`config.mk`:
```
export PLATFORM = sky130hd
export DESIGN_NAME = http_request_framer_top
export DESIGN_NICKNAME = d
export VERILOG_FILES = /design/src/rtl/core/hrf_pkg.sv /design/src/rtl/core/hrf_queue.sv /design/src/rtl/core/hrf_front.sv /design/src/rtl/core/hrf_back.sv /design/src/rtl/core/http_request_framer_top.sv
export SDC_FILE = /design/constraint.sdc
export NUM_CORES = 1
export LEC_CHECK = 0
export ABC_AREA = 1
export BUFFER_PORTS_ARGS = -buffer_cell sky130_fd_sc_hd__buf_4
export CORE_MARGIN = 4
export CORE_UTILIZATION = 58
export CTS_CLUSTER_SIZE = 20
export DETAILED_ROUTE_END_ITERATION = 16
export GPL_TIMING_DRIVEN = 0
export PLACE_DENSITY_LB_ADDON = 0.1
export SYNTH_ARGS = -nofsm -noshare
export SYNTH_HDL_FRONTEND = slang
export SYNTH_SLANG_ARGS = --single-unit
```
`constraint.sdc`:
```
create_clock -name clk_i -period 12.69 [get_ports clk_i]
set_input_delay 0.6345 -clock clk_i [delete_from_list [all_inputs] [get_ports clk_i]]
set_output_delay 0.6345 -clock clk_i [all_outputs]
set_load 0.02 [all_outputs]
```
`src/rtl/core/hrf_pkg.sv`:
```
// Shared types, character constants and result codes of the HTTP request framer.
package hrf_pkg;

  localparam int unsigned KEY_LEN = 15;
  localparam logic [8*KEY_LEN-1:0] KEY_TEXT = "Content-Length:";

  localparam logic [7:0] CHAR_CR    = 8'h0D;
  localparam logic [7:0] CHAR_LF    = 8'h0A;
  localparam logic [7:0] CHAR_SPACE = 8'h20;
  localparam logic [7:0] CHAR_ZERO  = 8'h30;
  localparam logic [7:0] CHAR_NINE  = 8'h39;
  localparam logic [7:0] CHAR_G     = 8'h47;
  localparam logic [7:0] CHAR_E     = 8'h45;
  localparam logic [7:0] CHAR_T     = 8'h54;
  localparam logic [7:0] CHAR_P     = 8'h50;
  localparam logic [7:0] CHAR_O     = 8'h4F;
  localparam logic [7:0] CHAR_S     = 8'h53;

  // Last three bytes before the final LF of a header end.
  localparam logic [23:0] HDR_END_TAIL = {CHAR_CR, CHAR_LF, CHAR_CR};

  // Size limit after reset, truncated to the length width where it is used.
  localparam logic [63:0] DEFAULT_MAX_FRAME = 64'd16777216;

  typedef enum logic [1:0] {
    STATUS_MORE       = 2'd0,
    STATUS_DONE       = 2'd1,
    STATUS_BAD_METHOD = 2'd2,
    STATUS_TOO_LARGE  = 2'd3
  } hrf_status_e;

  // One classified input beat, as handed from the front end to the engine.
  typedef struct packed {
    logic [7:0]  data;
    logic        is_digit;
    logic [3:0]  digit;
    logic        is_space;
    logic        is_lf;
    logic [15:0] key_hit;   // bit i: byte equals key character i; bit 15 never set
    logic        is_g;
    logic        is_e;
    logic        is_t;
    logic        is_p;
    logic        is_o;
    logic        is_s;
  } hrf_class_t;

  function automatic logic [7:0] key_char(input int unsigned idx);
    key_char = KEY_TEXT[8*(KEY_LEN-1-idx) +: 8];
  endfunction

endpackage

```
`src/rtl/core/hrf_queue.sv`:
```
// Small FIFO built from flops: one push per cycle unless full, one pop unless empty.
module hrf_queue #(
  parameter int unsigned WIDTH = 8,
  parameter int unsigned DEPTH = 2
) (
  input  logic             clk_i,
  input  logic             rst_ni,
  input  logic             push_i,
  input  logic [WIDTH-1:0] data_i,
  output logic             full_o,
  input  logic             pop_i,
  output logic [WIDTH-1:0] data_o,
  output logic             empty_o
);

  localparam int unsigned PtrW = (DEPTH > 1) ? $clog2(DEPTH) : 1;
  localparam int unsigned CntW = $clog2(DEPTH + 1);
  localparam logic [PtrW-1:0] LastPtr = PtrW'(DEPTH - 1);
  localparam logic [CntW-1:0] FullCnt = CntW'(DEPTH);

  logic [WIDTH-1:0] entry_q [DEPTH];
  logic [PtrW-1:0]  wr_ptr_q, wr_ptr_d;
  logic [PtrW-1:0]  rd_ptr_q, rd_ptr_d;
  logic [CntW-1:0]  count_q, count_d;
  logic             do_push, do_pop;

  assign full_o  = (count_q == FullCnt);
  assign empty_o = (count_q == '0);
  assign do_push = push_i && !full_o;
  assign do_pop  = pop_i && !empty_o;
  assign data_o  = entry_q[rd_ptr_q];

  always_comb begin
    wr_ptr_d = wr_ptr_q;
    rd_ptr_d = rd_ptr_q;
    count_d  = count_q;
    if (do_push) begin
      wr_ptr_d = (wr_ptr_q == LastPtr) ? '0 : wr_ptr_q + 1'b1;
    end
    if (do_pop) begin
      rd_ptr_d = (rd_ptr_q == LastPtr) ? '0 : rd_ptr_q + 1'b1;
    end
    if (do_push && !do_pop) begin
      count_d = count_q + 1'b1;
    end else if (do_pop && !do_push) begin
      count_d = count_q - 1'b1;
    end
  end

  always_ff @(posedge clk_i or negedge rst_ni) begin
    if (!rst_ni) begin
      wr_ptr_q <= '0;
      rd_ptr_q <= '0;
      count_q  <= '0;
    end else begin
      wr_ptr_q <= wr_ptr_d;
      rd_ptr_q <= rd_ptr_d;
      count_q  <= count_d;
    end
  end

  // Payload storage needs no reset.
  always_ff @(posedge clk_i) begin
    if (do_push) begin
      entry_q[wr_ptr_q] <= data_i;
    end
  end

endmodule

```
`src/rtl/core/hrf_front.sv`:
```
// Front end: classifies each incoming byte against the characters the framer looks for.
module hrf_front
  import hrf_pkg::*;
(
  input  logic [7:0] data_byte_i,
  output hrf_class_t class_o
);

  always_comb begin
    class_o          = '0;
    class_o.data     = data_byte_i;
    class_o.is_digit = (data_byte_i >= CHAR_ZERO) && (data_byte_i <= CHAR_NINE);
    class_o.digit    = data_byte_i[3:0];
    class_o.is_space = (data_byte_i == CHAR_SPACE);
    class_o.is_lf    = (data_byte_i == CHAR_LF);
    class_o.is_g     = (data_byte_i == CHAR_G);
    class_o.is_e     = (data_byte_i == CHAR_E);
    class_o.is_t     = (data_byte_i == CHAR_T);
    class_o.is_p     = (data_byte_i == CHAR_P);
    class_o.is_o     = (data_byte_i == CHAR_O);
    class_o.is_s     = (data_byte_i == CHAR_S);
    for (int unsigned i = 0; i < KEY_LEN; i++) begin
      class_o.key_hit[i] = (data_byte_i == key_char(i));
    end
  end

endmodule

```
`src/rtl/core/hrf_back.sv`:
```
// Framing engine: advances the request state one classified byte per cycle on take_i.
module hrf_back
  import hrf_pkg::*;
#(
  parameter int unsigned LENGTH_BITS = 25
) (
  input  logic                   clk_i,
  input  logic                   rst_ni,
  input  logic                   cfg_we_i,
  input  logic [LENGTH_BITS-1:0] cfg_wdata_i,
  input  logic                   take_i,
  input  hrf_class_t             item_i,
  output hrf_status_e            status_o,
  output logic [LENGTH_BITS-1:0] frame_length_o,
  output logic                   method_o,
  output logic [LENGTH_BITS-1:0] body_length_o
);

  localparam logic [LENGTH_BITS-1:0] MaxReset = DEFAULT_MAX_FRAME[LENGTH_BITS-1:0];
  localparam logic [3:0]             KeyDone  = 4'(KEY_LEN);

  typedef enum logic [2:0] {
    MM_START, MM_G, MM_GE, MM_GET, MM_P, MM_PO, MM_POS, MM_POST
  } method_e;

  typedef enum logic [1:0] {
    LP_IDLE, LP_SKIP, LP_DIGITS, LP_DONE
  } phase_e;

  logic [LENGTH_BITS-1:0] max_q;
  logic [LENGTH_BITS-1:0] byte_count_q, byte_count_d;
  method_e                mm_q, mm_d;
  logic [23:0]            recent_q, recent_d;
  logic                   hdr_done_q, hdr_done_d;
  logic [LENGTH_BITS-1:0] hdr_len_q, hdr_len_d;
  logic [3:0]             key_pos_q, key_pos_d;
  phase_e                 phase_q, phase_d;
  logic [LENGTH_BITS-1:0] len_val_q, len_val_d;
  logic                   len_seen_q, len_seen_d;

  logic [LENGTH_BITS-1:0] count;
  logic                   method_ok;
  logic                   is_post;
  logic [LENGTH_BITS+3:0] times_ten;
  logic [3:0]             key_cand;
  logic [LENGTH_BITS:0]   end_pos;
  logic                   clear;

  always_comb begin
    count     = byte_count_q + 1'b1;
    method_ok = 1'b1;
    mm_d      = mm_q;

    unique case (mm_q)
      MM_START: begin
        if (item_i.is_g) begin
          mm_d = MM_G;
        end else if (item_i.is_p) begin
          mm_d = MM_P;
        end else begin
          method_ok = 1'b0;
        end
      end
      MM_G:   begin if (item_i.is_e) mm_d = MM_GE;   else method_ok = 1'b0; end
      MM_GE:  begin if (item_i.is_t) mm_d = MM_GET;  else method_ok = 1'b0; end
      MM_P:   begin if (item_i.is_o) mm_d = MM_PO;   else method_ok = 1'b0; end
      MM_PO:  begin if (item_i.is_s) mm_d = MM_POS;  else method_ok = 1'b0; end
      MM_POS: begin if (item_i.is_t) mm_d = MM_POST; else method_ok = 1'b0; end
      MM_GET, MM_POST: begin
        mm_d = mm_q;
      end
      default: method_ok = 1'b0;
    endcase
    is_post = (mm_d == MM_POST);

    phase_d    = phase_q;
    len_val_d  = len_val_q;
    key_pos_d  = key_pos_q;
    len_seen_d = len_seen_q;
    hdr_done_d = hdr_done_q;
    hdr_len_d  = hdr_len_q;
    times_ten  = {len_val_q, 3'b000} + {2'b00, len_val_q, 1'b0};
    times_ten  = times_ten + {{LENGTH_BITS{1'b0}}, item_i.digit};
    key_cand   = '0;

    if (!hdr_done_q) begin
      // Number after the key: skip spaces, accumulate digits, saturate at the limit.
      if (phase_q == LP_SKIP || phase_q == LP_DIGITS) begin
        if (item_i.is_digit) begin
          len_val_d = (times_ten > {4'b0000, max_q}) ? max_q : times_ten[LENGTH_BITS-1:0];
          phase_d   = LP_DIGITS;
        end else if (!(item_i.is_space && phase_q == LP_SKIP)) begin
          phase_d = LP_DONE;
        end
      end
      // Key search; only the first occurrence counts.
      if (!len_seen_q) begin
        if (key_pos_q < KeyDone && item_i.key_hit[key_pos_q]) begin
          key_cand = key_pos_q + 1'b1;
        end else begin
          key_cand = {3'b000, item_i.key_hit[0]};
        end
        key_pos_d = key_cand;
        if (key_cand == KeyDone) begin
          len_seen_d = 1'b1;
          phase_d    = LP_SKIP;
          len_val_d  = '0;
        end
      end
      if (recent_q == HDR_END_TAIL && item_i.is_lf) begin
        hdr_done_d = 1'b1;
        hdr_len_d  = count;
      end
    end
    recent_d     = {recent_q[15:0], item_i.data};
    byte_count_d = count;
    // Once the header is closed the length no longer moves, and the closing LF
    // is neither a digit nor a key end, so the held length is the final one.
    end_pos      = {1'b0, hdr_len_d} + {1'b0, len_val_q};

    clear          = 1'b1;
    frame_length_o = '0;
    body_length_o  = '0;
    method_o       = 1'b0;
    if (!method_ok) begin
      status_o = STATUS_BAD_METHOD;
    end else if (hdr_done_d && !is_post && mm_d == MM_GET) begin
      status_o       = STATUS_DONE;
      frame_length_o = count;
    end else if (hdr_done_d && is_post && len_seen_d && {1'b0, count} == end_pos) begin
      status_o       = STATUS_DONE;
      frame_length_o = count;
      method_o       = 1'b1;
      body_length_o  = len_val_q;
    end else if (count >= max_q) begin
      status_o = STATUS_TOO_LARGE;
      method_o = is_post;
    end else begin
      status_o = STATUS_MORE;
      method_o = is_post;
      clear    = 1'b0;
    end
  end

  always_ff @(posedge clk_i or negedge rst_ni) begin
    if (!rst_ni) begin
      max_q        <= MaxReset;
      byte_count_q <= '0;
      mm_q         <= MM_START;
      recent_q     <= '0;
      hdr_done_q   <= 1'b0;
      hdr_len_q    <= '0;
      key_pos_q    <= '0;
      phase_q      <= LP_IDLE;
      len_val_q    <= '0;
      len_seen_q   <= 1'b0;
    end else begin
      if (cfg_we_i) begin
        max_q <= cfg_wdata_i;
      end
      if (take_i) begin
        if (clear) begin
          byte_count_q <= '0;
          mm_q         <= MM_START;
          recent_q     <= '0;
          hdr_done_q   <= 1'b0;
          hdr_len_q    <= '0;
          key_pos_q    <= '0;
          phase_q      <= LP_IDLE;
          len_val_q    <= '0;
          len_seen_q   <= 1'b0;
        end else begin
          byte_count_q <= byte_count_d;
          mm_q         <= mm_d;
          recent_q     <= recent_d;
          hdr_done_q   <= hdr_done_d;
          hdr_len_q    <= hdr_len_d;
          key_pos_q    <= key_pos_d;
          phase_q      <= phase_d;
          len_val_q    <= len_val_d;
          len_seen_q   <= len_seen_d;
        end
      end
    end
  end

endmodule

```
`src/rtl/core/http_request_framer_top.sv`:
```
// Top level of the HTTP request framer: front classifier, beat queues and framing engine.
//
// The framer takes a request stream one byte per beat and returns exactly one
// result beat per byte: status (0 need more, 1 frame complete, 2 unsupported
// method, 3 too large), frame length and body length on completion, and the
// method known so far. It runs at one byte per cycle sustained while the result queue
// has room; the figure is set by the framing engine, which folds one byte into the
// request state each cycle it takes a beat. A pushed byte is held in the classifier
// queue, folded in by the engine and registered in the result queue, whose oldest
// beat stays on the result ports until popped. Two-entry queues sit between the
// classifier and the engine and after the engine, so the input keeps taking bytes
// while a result waits to be popped; full rises once results back up and both
// queues hold two beats. max_frame_bytes resets to 16777216 and is written through
// cfg_we_i and cfg_wdata_i, by the user only while no result is outstanding (unenforced).
module http_request_framer_top
  import hrf_pkg::*;
#(
  parameter int unsigned LENGTH_BITS = 25
) (
  input  logic                   clk_i,
  input  logic                   rst_ni,
  input  logic                   cfg_we_i,
  input  logic [LENGTH_BITS-1:0] cfg_wdata_i,
  input  logic                   push,
  output logic                   full,
  input  logic [7:0]             data_byte_i,
  output logic                   empty,
  input  logic                   pop,
  output logic [1:0]             status_o,
  output logic [LENGTH_BITS-1:0] frame_length_o,
  output logic                   method_o,
  output logic [LENGTH_BITS-1:0] body_length_o
);

  localparam int unsigned ResW = 2 * LENGTH_BITS + 3;

  hrf_class_t             front_class;
  hrf_class_t             mid_class;
  logic                   mid_empty;
  logic                   res_full;
  logic                   take;
  hrf_status_e            eng_status;
  logic [LENGTH_BITS-1:0] eng_frame_len;
  logic                   eng_method;
  logic [LENGTH_BITS-1:0] eng_body_len;
  logic [ResW-1:0]        res_in;
  logic [ResW-1:0]        res_out;

  // Classify each byte as it is pushed.
  hrf_front u_front (
    .data_byte_i (data_byte_i),
    .class_o     (front_class)
  );

  // Hold classified beats until the engine takes them.
  hrf_queue #(
    .WIDTH ($bits(hrf_class_t)),
    .DEPTH (2)
  ) u_mid_queue (
    .clk_i   (clk_i),
    .rst_ni  (rst_ni),
    .push_i  (push),
    .data_i  (front_class),
    .full_o  (full),
    .pop_i   (take),
    .data_o  (mid_class),
    .empty_o (mid_empty)
  );

  // Advance the engine whenever a beat waits and its result has room.
  assign take = !mid_empty && !res_full;

  hrf_back #(
    .LENGTH_BITS (LENGTH_BITS)
  ) u_back (
    .clk_i          (clk_i),
    .rst_ni         (rst_ni),
    .cfg_we_i       (cfg_we_i),
    .cfg_wdata_i    (cfg_wdata_i),
    .take_i         (take),
    .item_i         (mid_class),
    .status_o       (eng_status),
    .frame_length_o (eng_frame_len),
    .method_o       (eng_method),
    .body_length_o  (eng_body_len)
  );

  assign res_in = {eng_status, eng_frame_len, eng_method, eng_body_len};

  // Result queue: the oldest result stays on the ports until popped.
  hrf_queue #(
    .WIDTH (ResW),
    .DEPTH (2)
  ) u_res_queue (
    .clk_i   (clk_i),
    .rst_ni  (rst_ni),
    .push_i  (take),
    .data_i  (res_in),
    .full_o  (res_full),
    .pop_i   (pop),
    .data_o  (res_out),
    .empty_o (empty)
  );

  assign status_o       = res_out[ResW-1 -: 2];
  assign frame_length_o = res_out[2*LENGTH_BITS : LENGTH_BITS+1];
  assign method_o       = res_out[LENGTH_BITS];
  assign body_length_o  = res_out[LENGTH_BITS-1:0];

endmodule

```
**Yosys cells after proc, flatten, opt, wreduce, memory -nomap -nowiden**

Memory sizes are Yosys's and may differ from the RTL's.
Cells that the tools add are included.
W data, S select, Z words.

- RAM bits: 178
- Bits in registers: 143
- Memories: 2
- Bits of input ports: 38

- Order comparisons: 6
- Add/sub/neg operators: 13
- Multiplexer cells: 79
- Eq/ne operators: 36
- Reductions and logical operators: 37

Memories:

| memory | words | bits a word | read ports | clocked after memory_dff | wr ports | RTL line | source |
|---|---|---|---|---|---|---|---|
| u_res_queue.entry_q | 2 | 53 | 1 | 0 | 1 | hrf_queue.sv:21 | `logic [WIDTH-1:0] entry_q [DEPTH];` |
| u_mid_queue.entry_q | 2 | 36 | 1 | 0 | 1 | hrf_queue.sv:21 |  |

Operators with widths:

| operator | number |
|---|---|
| $mux W25 | 17 |
| $eq A8 B7 Y1 const B | 14 |
| $mux W2 | 15 |
| $add A28 B26 Y29 | 1 |
| $add A29 B4 Y29 | 1 |
| $gt A29 B25 Y1 | 1 |
| $mux W1 | 29 |
| $add A25 B25 Y26 | 1 |
| $eq A25 B26 Y1 | 1 |
| $add A25 B1 Y25 const B | 1 |
| $ge A25 B25 Y1 | 1 |
| $eq A24 B20 Y1 const B | 1 |
| $eq A8 B6 Y1 const B | 3 |
| $mux W24 | 1 |
| $mux W3 | 8 |
| $mux W4 | 6 |
| $pmux W3 S7 | 1 |
| $logic_and A1 B1 Y1 | 18 |
| $eq A3 B3 Y1 const B | 5 |
| $eq A3 B2 Y1 const B | 3 |
| $logic_not A1 Y1 | 9 |
| $eq A8 B4 Y1 const B | 1 |
| $ge A8 B6 Y1 const B | 1 |
| $le A8 B6 Y1 const B | 1 |
| 20 further kinds | 31 |

**Logic depth before layout (Yosys ltp)**

Gate-level depths: netlist (run 1).
An unclocked memory read counts as a cell.

- Word-level depth: 18
- Depth in mapped cells: 36

**Cells and area by module**

A second synthesis (run 1) with hierarchy kept.

- Cells, all modules: 2826
- Area, all modules: 21111.5 um^2

By module, submodules not included:

| module | times used | cells an instance | seq. area each (um^2) | area an instance (um^2) |
|---|---|---|---|---|
| hrf_back | 1 | 2210 | 3379.5 | 13669.4 |
| hrf_queue at u_res_queue | 1 | 308 | 3283.1 | 4110.2 |
| hrf_queue at u_mid_queue | 1 | 225 | 2322.2 | 2942.8 |
| hrf_front | 1 | 82 | 0.0 | 385.4 |
| http_request_framer_top | 1 | 1 | 0.0 | 3.8 |

**Least setup slack after synthesis (run 1)**

OpenSTA, ideal clock, no wires.

- Path kind: flip-flop to flip-flop
- Start: register u_mid_queue.rd_ptr_q
- End: register u_back.len_val_q[12]
- Stages on the path, launching flop included: 33
- Clock period less this slack: 4607 ps
- Slack: 8083 ps
- Data required time: 12614 ps
- Arrival time: 4531 ps
- Library setup time: 76 ps
- Cells stage by stage: dfrtp_1 -> buf_4 -> buf_2 -> buf_2 -> mux2i_1 -> fa_1 -> inv_1 -> fa_1 -> nand3_1 -> nand3_1 -> nand2_1 -> nand2_1 -> nand2_1 -> nand2_1 -> nand3_1 -> nand2_1 -> xor2_1 -> inv_1 -> ha_1 -> a21oi_1 -> o21ai_0 -> a21oi_1 -> nand2_1 -> nand2_1 -> nand2_1 -> nand2_1 -> nand3_1 -> clkbuf_1 -> nand2_1 -> nand3_1 -> a22oi_1 -> nand2_1 -> o21ai_1

- Cells in the longest elaborated chain, start to end: 18

Ends and longest elaborated chain:

| element | RTL line | source |
|---|---|---|
| from (decl) | hrf_queue.sv:23 | `logic [PtrW-1:0] rd_ptr_q, rd_ptr_d;` |
| from (signal assigned) | hrf_queue.sv:57 | `rd_ptr_q <= rd_ptr_d;` |
| $mem_v2 Z2 W36 * | n/a |  |
| parallel branches: the longest is 17 deep, another holds $add A29 B4 Y29 | n/a |  |
| to (signal assigned) | hrf_back.sv:180 | `len_val_q <= len_val_d;` |
| to (decl) | hrf_back.sv:38 | `logic [LENGTH_BITS-1:0] len_val_q, len_val_d;` |

Mark *: on every way between the ends. The select of a mux whose other input is x is not followed.
A chain may end at the register's enable or synchronous reset.

**Final worst setup path (run 1)**

- Start: register u_back.byte_count_q[0]
- End: memory u_res_queue.entry_q[0][23] (netlist bit), data pin

- Cells in the longest elaborated chain, start to end: 9

Ends and longest elaborated chain:

| element | RTL line | source |
|---|---|---|
| from (decl) | hrf_back.sv:31 | `logic [LENGTH_BITS-1:0] byte_count_q, byte_count_d;` |
| from (signal assigned) | hrf_back.sv:173 | `byte_count_q <= byte_count_d;` |
| $add A25 B1 Y25 * | hrf_back.sv:50 | `count = byte_count_q + 1'b1;` |
| $mux W25 | hrf_back.sv:110 | `if (recent_q == HDR_END_TAIL && item_i.is_lf) begin` |
| $mux W25 | hrf_back.sv:86 | `if (!hdr_done_q) begin` |
| $add A25 B25 Y26 | hrf_back.sv:119 | `end_pos = {1'b0, hdr_len_d} + {1'b0, len_val_q};` |
| $eq A25 B26 Y1 * | hrf_back.sv:130 | `end else if (hdr_done_d && is_post && len_seen_d && {1'b0, count} == end_pos) begin` |
| $logic_and A1 B1 Y1 * | hrf_back.sv:130 |  |
| $mux W25 * | hrf_back.sv:130 |  |
| $mux W25 * | hrf_back.sv:127 | `end else if (hdr_done_d && !is_post && mm_d == MM_GET) begin` |
| $mux W25 * | hrf_back.sv:125 | `if (!method_ok) begin` |
| named net eng_body_len[23] | http_request_framer_top.sv:45 | `logic [LENGTH_BITS-1:0] eng_body_len;` |
| to (decl) | hrf_queue.sv:21 |  |

The timed path passes the listed nets; every way through them passes the cells marked *.

==> results of run 1 <==
[final timing paths]
kind                                        startpoint  slack (ps)                          to  depth (start not counted)
worst max register to register  u_back.byte_count_q[0]        6300  u_res_queue.entry_q[0][23]                         22
worst max-delay path            u_back.byte_count_q[0]        6300  u_res_queue.entry_q[0][23]                         22
min in group clk_i                      cfg_wdata_i[0]         240             u_back.max_q[0]                          3
max in group asynchronous                       rst_ni       11800            u_back.max_q[24]                          2
worst min-delay path                            rst_ni         0.8     u_back.byte_count_q[12]                          1
worst min register to register    u_back.hdr_len_q[11]         490        u_back.hdr_len_q[11]                          2
[Yosys cell counts, types with 3 or more instances]
master,n
nand2_1,929
inv_1,293
nand3_1,197
nor2_1,190
edfxtp_1,160
o21ai_0,145
dfrtp_1,142
ha_1,130
a21oi_1,85
nand4_1,59
clkbuf_1,53
nor3_1,40
o21ai_1,31
xor2_1,26
a22oi_1,25
buf_2,24
o31ai_1,15
inv_2,12
nor4_1,10
nand3b_1,9
nand2_2,8
o21bai_1,8
xnor2_1,7
nor2_2,6
or2_2,5
mux2i_1,4
nor3_2,4
and2_1,3
buf_1,3
buf_6,3
fa_1,3
nand3_2,3
nor3b_1,3
o21a_1,3
[metal layers]
layer | part of all wire [%] | track usage [%] | wire [um] | vias to the layer above
met1 | 42 | 45.8 | 26600 | 8798
met4 | 4.3 | 12.2 | 2750 | 0
met5 | 0 | 0 | 0 | -
met3 | 8.7 | 5.08 | 5550 | 147
li1 | - | - | - | 9059
met2 | 45 | 51.8 | 28700 | 925
[layout by cell type (no fill, tap or decap), drive strengths merged, types with 2 or more instances in the layout]
cell type and n:
nor3b 3, nor4 10, o21a 3, nand3b 9, o31ai 15, mux2i 4, dfrtp 142, nor2 198
xor2 27, nand2 937, nor3 44, clkinv 13, clkinvlp 4, ha 130, o21ai 177, nand4 60
or2 7, buf 128, a21o 2, a21oi 85, a22oi 25, nand3 200, and2 3, fa 3
clkbuf 87, inv 306, o2111ai 2, edfxtp 160, bufinv 6, a211oi 2, xnor2 7, o22ai 2
o21bai 8
[registers in the layout, indices dropped and copies added (netlist names), 2 cells and up]
register	count
u_back.key_pos_q	4
u_back.max_q	25
u_back.len_val_q	25
u_back.phase_q	2
u_mid_queue.count_q	2
u_back.mm_q	3
u_res_queue.count_q	2
u_back.recent_q	24
u_res_queue.entry_q	106
u_mid_queue.entry_q	54
u_back.byte_count_q	25
u_back.hdr_len_q	25
[per-stage QoR]
stage / power, mW / std cells / hold WS (ps) / worst slack, ps
floorplan: 2.55 / 2665 / 339 / 8080
global placement: 3.13 / 3204 / 466 / 6600
detailed placement: 3.21 / 3209 / 471 / 6540
CTS: 4.17 / 3265 / 17.4 / 6500
global route: 4.42 / 3265 / 35.4 / 5960
finish: 4.19 / 3265 / 0.781 / 6300
[logic make-up after synthesis]
kind of cell,count (synthesis),synth area share [%]
XOR/XNOR,34,1.53
adder cells (fa/ha/maj),133,8.46
AO/OA/AOI/OAI,326,9.03
AND/OR/NAND/NOR,1473,31.0
flip-flops,303,42.1
buffers and inverters,392,7.68
multiplexers,4,0.201
[final cells by class]
type	count	area, um^2
clock inverters	22	282
well taps	448	561
inverters	307	1150
repair buffers	96	810
flip-flops and latches	303	8380
plain buffers	85	379
clock buffers	34	787
multi-input cells	1970	10000
fillers	2878	11300
[where the power goes]
group          total, mW  switching, mW  internal (mW)
logic               1.79           1.24          0.541
clock network      0.964          0.395          0.569
registers           1.44          0.108           1.33
==> flow_metrics.tcl, run 1 <==
set metrics [dict create \
    syn_inst 2665 \
    critical_path.top_delay_family "simple AND/OR/NAND/NOR gates" \
    cts_buffers 31 \
    hold_viol 0 \
    fp-row-count 67 \
    cpPeakStageDelay_ps 720 \
    period_share_pct 50.3 \
    setup_tns_ps 0 \
    drtAntennaViolNets 0 \
    areaGrowthSynthToFinish_pct 12.3 \
    min_path_type "in -> async" \
    ys_ff_latch 303 \
    slew_viol_final 0 \
    clkTransAtPathRegs_ps 70 \
    crit_fanout 10 \
    path_cells "ha_1 -> nand2_2 -> nor2_8 -> nand4_2 -> nor2_1 -> nand2_1 -> xor2_1 -> inv_1 -> o21ai_0 -> ha_1 -> a21oi_1 -> o21ai_0 -> a21oi_1 -> nand3_1 -> nand2_1 -> nand2_1 -> nand2_1 -> nand2_1 -> nor4_1 -> nand3_1 -> buf_2 -> nor3_1" \
    ir_drop_mv 0.141 \
    synth_seq_area_share_pct 42.1 \
    drc 0 \
    start_util_pct 59.2 \
    skew_ps 22.2 \
    synth_top_area_share_pct 24.1 \
    rsz0062_at_grt "no" \
    grt_first_pass_wirelength_um 97200 \
    cp.required_ps 13060 \
    finalCriticalPeriod_ps 6390 \
    synthTopCellsByArea "edfxtp_1 24%, dfrtp_1 18%, nand2_1 17%" \
    final_cell_area_um2 22400 \
    cts_tree "done" \
    crit_path_start_kind "flip-flop" \
    post_cts_resize_count 0 \
    clk_path_buf_depth 3 \
    root_buffer "clkbuf_16" \
    dpl_cell_area_um2 21300 \
    dp_hpwl_um 49100 \
    antenna_found_initial 0 \
    end_kind "flip-flop" \
    syn-cell-area_um2 19900 \
    first_pass_iters 8 \
    slew_headroom_pct 39.7 \
    crit_top_cell "nand2_1" \
    post-route-util_pct 66.5 \
    diodes 0 \
    htree_levels 1 \
    fin_nets 2965 \
    cp_slowest_cell "xor2_1" \
    grt_max_degree 91 \
    clock_sinks 303 \
    vias 18900 \
    async_flop_share_pct 47.2 \
    cap_violations 0 \
    worstMarginPinSlew_ps 902 \
    setup_viol 0 \
    top_level_ports 93 \
    grt_pass1_vias 17400 \
    die_h_um 193 \
    crit_buf_inv 2 \
    grt.total_usage_pct 32.7 \
    drive_gt1_share_pct 7.85 \
    die_area_um2 37400 \
    p_leak_nw 10.8 \
    viasPerCell 5.80 \
    cts_hold_buf 0 \
    crit_type "reg -> reg" \
    fmax_mhz 157 \
    synth_top_area_cell "edfxtp_1" \
    postCtsSetupBuffers 0 \
    routabilityCongestion 1.04 \
    core_um2 33700 \
    power.density_nw_per_um2 187 \
    synth_cell_types 54 \
    ys.flop_type "edfxtp_1" \
    synthesis.nets 2836 \
    outcome "completed" \
    die_x_um 193 \
    yosysWarnings 0 \
    synth_edf_count 160 \
    port-buffer-count 91 \
    insertion_delay_ps 600 \
    routedWlPerCell_um 19.5 \
    avgSynthCellArea_um2 7.48 \
    drt-total-wl_um 63600 \
    overflow 0 \
    critical_path_arrival_ps 6750 \
    first_iter_violations 1941 \
]
No activity file was read; power rests on OpenSTA's default activity.
==> run 2, diff against run 1 <==
==> constraint.sdc (replaced) <==
create_clock -name clk_i -period 6.3 [get_ports clk_i]
set_input_delay 0.315 -clock clk_i [delete_from_list [all_inputs] [get_ports clk_i]]
set_output_delay 0.315 -clock clk_i [all_outputs]
set_load 0.02 [all_outputs]
==> run 2 against run 1 <==
Via count rose by 1.1%. Hold slack improved by 74 ps. Non-clock buffer count increased by 34. Highest routed layer unchanged. Cell area up 1.7%. Setup slack worse by 6100 ps. Fmax up 4.3%. Die area unchanged. Clock skew shrank 1.3 ps. Cell count increased by 1.0%.
==> flow_metrics.tcl, run 2 (synthesis gave the netlist of run 1 again) <==
set metrics [dict create \
    cap_violations 0 \
    end_kind "flip-flop" \
    top_usage_layer "met2" \
    first_iter_violations 1933 \
    die_x_um 193 \
    pwr-share-comb_pct 43.0 \
    seq_power_share_pct 34.1 \
    clkTransAtPathRegs_ps 70 \
    use_met3_pct 5.25 \
    crit_path_start_kind "flip-flop" \
    regMostFlops "u_res_queue.entry_q" \
    clock_power_share_pct 23.0 \
    r2r_start "u_back.byte_count_q[0]" \
    crit_fanout 10 \
    cts_buffers 31 \
    crit_type "reg -> reg" \
    fp-row-count 67 \
    root_buffer "clkbuf_16" \
    regToRegEndpoint "u_res_queue.entry_q[0][23]" \
    routedWlPerCell_um 19.7 \
    period_share_pct 97.2 \
    drive_gt1_share_pct 7.96 \
    critical_path_arrival_ps 6490 \
    dpl.cell_count 3209 \
    outcome "completed" \
    fin_nets 2999 \
    rr_worst_depth 22 \
    cp.required_ps 6670 \
    met1_usage_pct 46.5 \
    finalCriticalPeriod_ps 6120 \
    postCtsSetupBuffers 0 \
    critPathLaunch "u_back.byte_count_q[0]" \
    mostFrequentLayoutCells "929 x nand2_1, 293 x inv_1, 196 x nand3_1" \
    vias 19100 \
    ir_drop_mv 0.284 \
    grt_pass1_vias 17800 \
    drc 0 \
    core_um2 33700 \
    use_met2_pct 53.0 \
    r2r_slack_ps 180 \
    grt.total_usage_pct 33.4 \
    final_common_cell "nand2_1" \
    top_level_ports 93 \
    die_h_um 193 \
    port-buffer-count 91 \
    setup_tns_ps 0 \
    rsz0062_at_grt "no" \
    hold_viol 0 \
    die_area_um2 37400 \
    antenna_found_initial 0 \
    swShare_pct 41.9 \
    diodes 0 \
    fmax_mhz 163 \
    cts_tree "done" \
    first_pass_iters 6 \
    worstSetupEndpoint "u_res_queue.entry_q[0][23]" \
    overflow 0 \
    switchingPower_mw 3.56 \
    clk_path_buf_depth 3 \
    grt_max_degree 91 \
    setup_viol 0 \
    internal_power_mw 4.94 \
    clock_sinks 303 \
    skew_ps 20.9 \
    min_path_type "in -> reg" \
    worstMarginPinSlew_ps 912 \
    viasPerCell 5.80 \
    areaGrowthSynthToFinish_pct 14.3 \
    final_cells 3299 \
    grt_first_pass_wirelength_um 99500 \
    drt-total-wl_um 65000 \
    slew_headroom_pct 39.2 \
    htree_levels 1 \
    largest_reg_flops 106 \
    dp_hpwl_um 49100 \
    power.density_nw_per_um2 373 \
    whs_ps 74.4 \
    finalPower_mw 8.50 \
    insertion_delay_ps 600 \
    reg.largest.list "u_res_queue.entry_q (106), u_mid_queue.entry_q (54)" \
    slew_viol_final 0 \
    drtAntennaViolNets 0 \
    start_util_pct 59.2 \
    p_leak_nw 11.0 \
    routabilityCongestion 1.04 \
]
-- run 2: how the worst min path moves through the flow --
| stage | from | endpoint | slack (ps) | cells after the start |
|---|---|---|---|---|
| 6_report | pop | u_res_queue.rd_ptr_q | 70 | 3 |
| 5_1_grt | pop | u_res_queue.rd_ptr_q | 100 | 3 |
| 4_1_cts | pop | u_res_queue.rd_ptr_q | 70 | 3 |
| 3_5_place_dp | rst_ni | u_res_queue.rd_ptr_q | 320 | 1 |
| 3_3_place_gp | u_back.hdr_len_q[22] | u_back.hdr_len_q[22] | 470 | 2 |
| 2_1_floorplan | rst_ni | u_back.byte_count_q[0] | 20 | 0 |
-- run 2: what timing repair did --
item                                    in CTS  in global routing
gates resized for setup                      0                  9
hold endpoints to repair                    94                  0
endpoints found under the setup margin       0                202
hold buffers                                34                  0
-- run 2: area by class of cell --
class,count,area (um^2)
buffer,85,383
clock buffer,34,787
clock inverter,22,282
fill,2781,10900
inverter,307,1150
multi-input combinational,1970,10100
sequential,303,8380
tap,448,561
timing repair buffer,130,1150
-- run 2: metal layers --
metal,wire [um],vias to the layer above
li1,-,9125
met1,26600,8885
met2,29400,990
met3,6090,146
met4,2860,0
met5,0,-
-- run 2: worst max-delay path, stage by stage, from the launching register on --
cell and delay, ps:
dfrtp_1 590, ha_1 270, nand2_2 130, nor2_8 210
nand4_2 140, nor2_1 220, nand2_1 140, xor2_2 500
inv_1 280, o21ai_0 540, ha_1 420, a21oi_1 310
o21ai_0 140, a21oi_1 170, nand3_1 140, nand2_1 120
nand2_1 80, nand2_1 100, nand2_1 70, nor4_1 330
nand3_1 390, buf_2 320, nor3_1 290
-- run 2: per-stage QoR --
stage | instance area [um^2] | utilization [%] | setup slack, ps
after floorplan | 19900 | - | 1690
after global placement | 21200 | 62.8 | 212
after detailed placement | 21300 | 63.3 | 147
after CTS | 22700 | 67.5 | 112
after global routing | 22800 | 67.6 | 33.6
final | 22800 | 67.6 | 175
-- run 2: power groups by stage --
| stage | Clock (mW) | Sequential [mW] | Combinational, mW |
|---|---|---|---|
| 3_5_place_dp | 0 | 2.92 | 3.54 |
| 5_1_grt | 2.04 | 2.93 | 3.98 |
| 4_1_cts | 1.95 | 2.89 | 3.58 |
| 3_3_place_gp | 0 | 2.95 | 3.36 |
| 2_1_floorplan | 0 | 2.88 | 2.26 |
| 6_report | 1.95 | 2.90 | 3.65 |
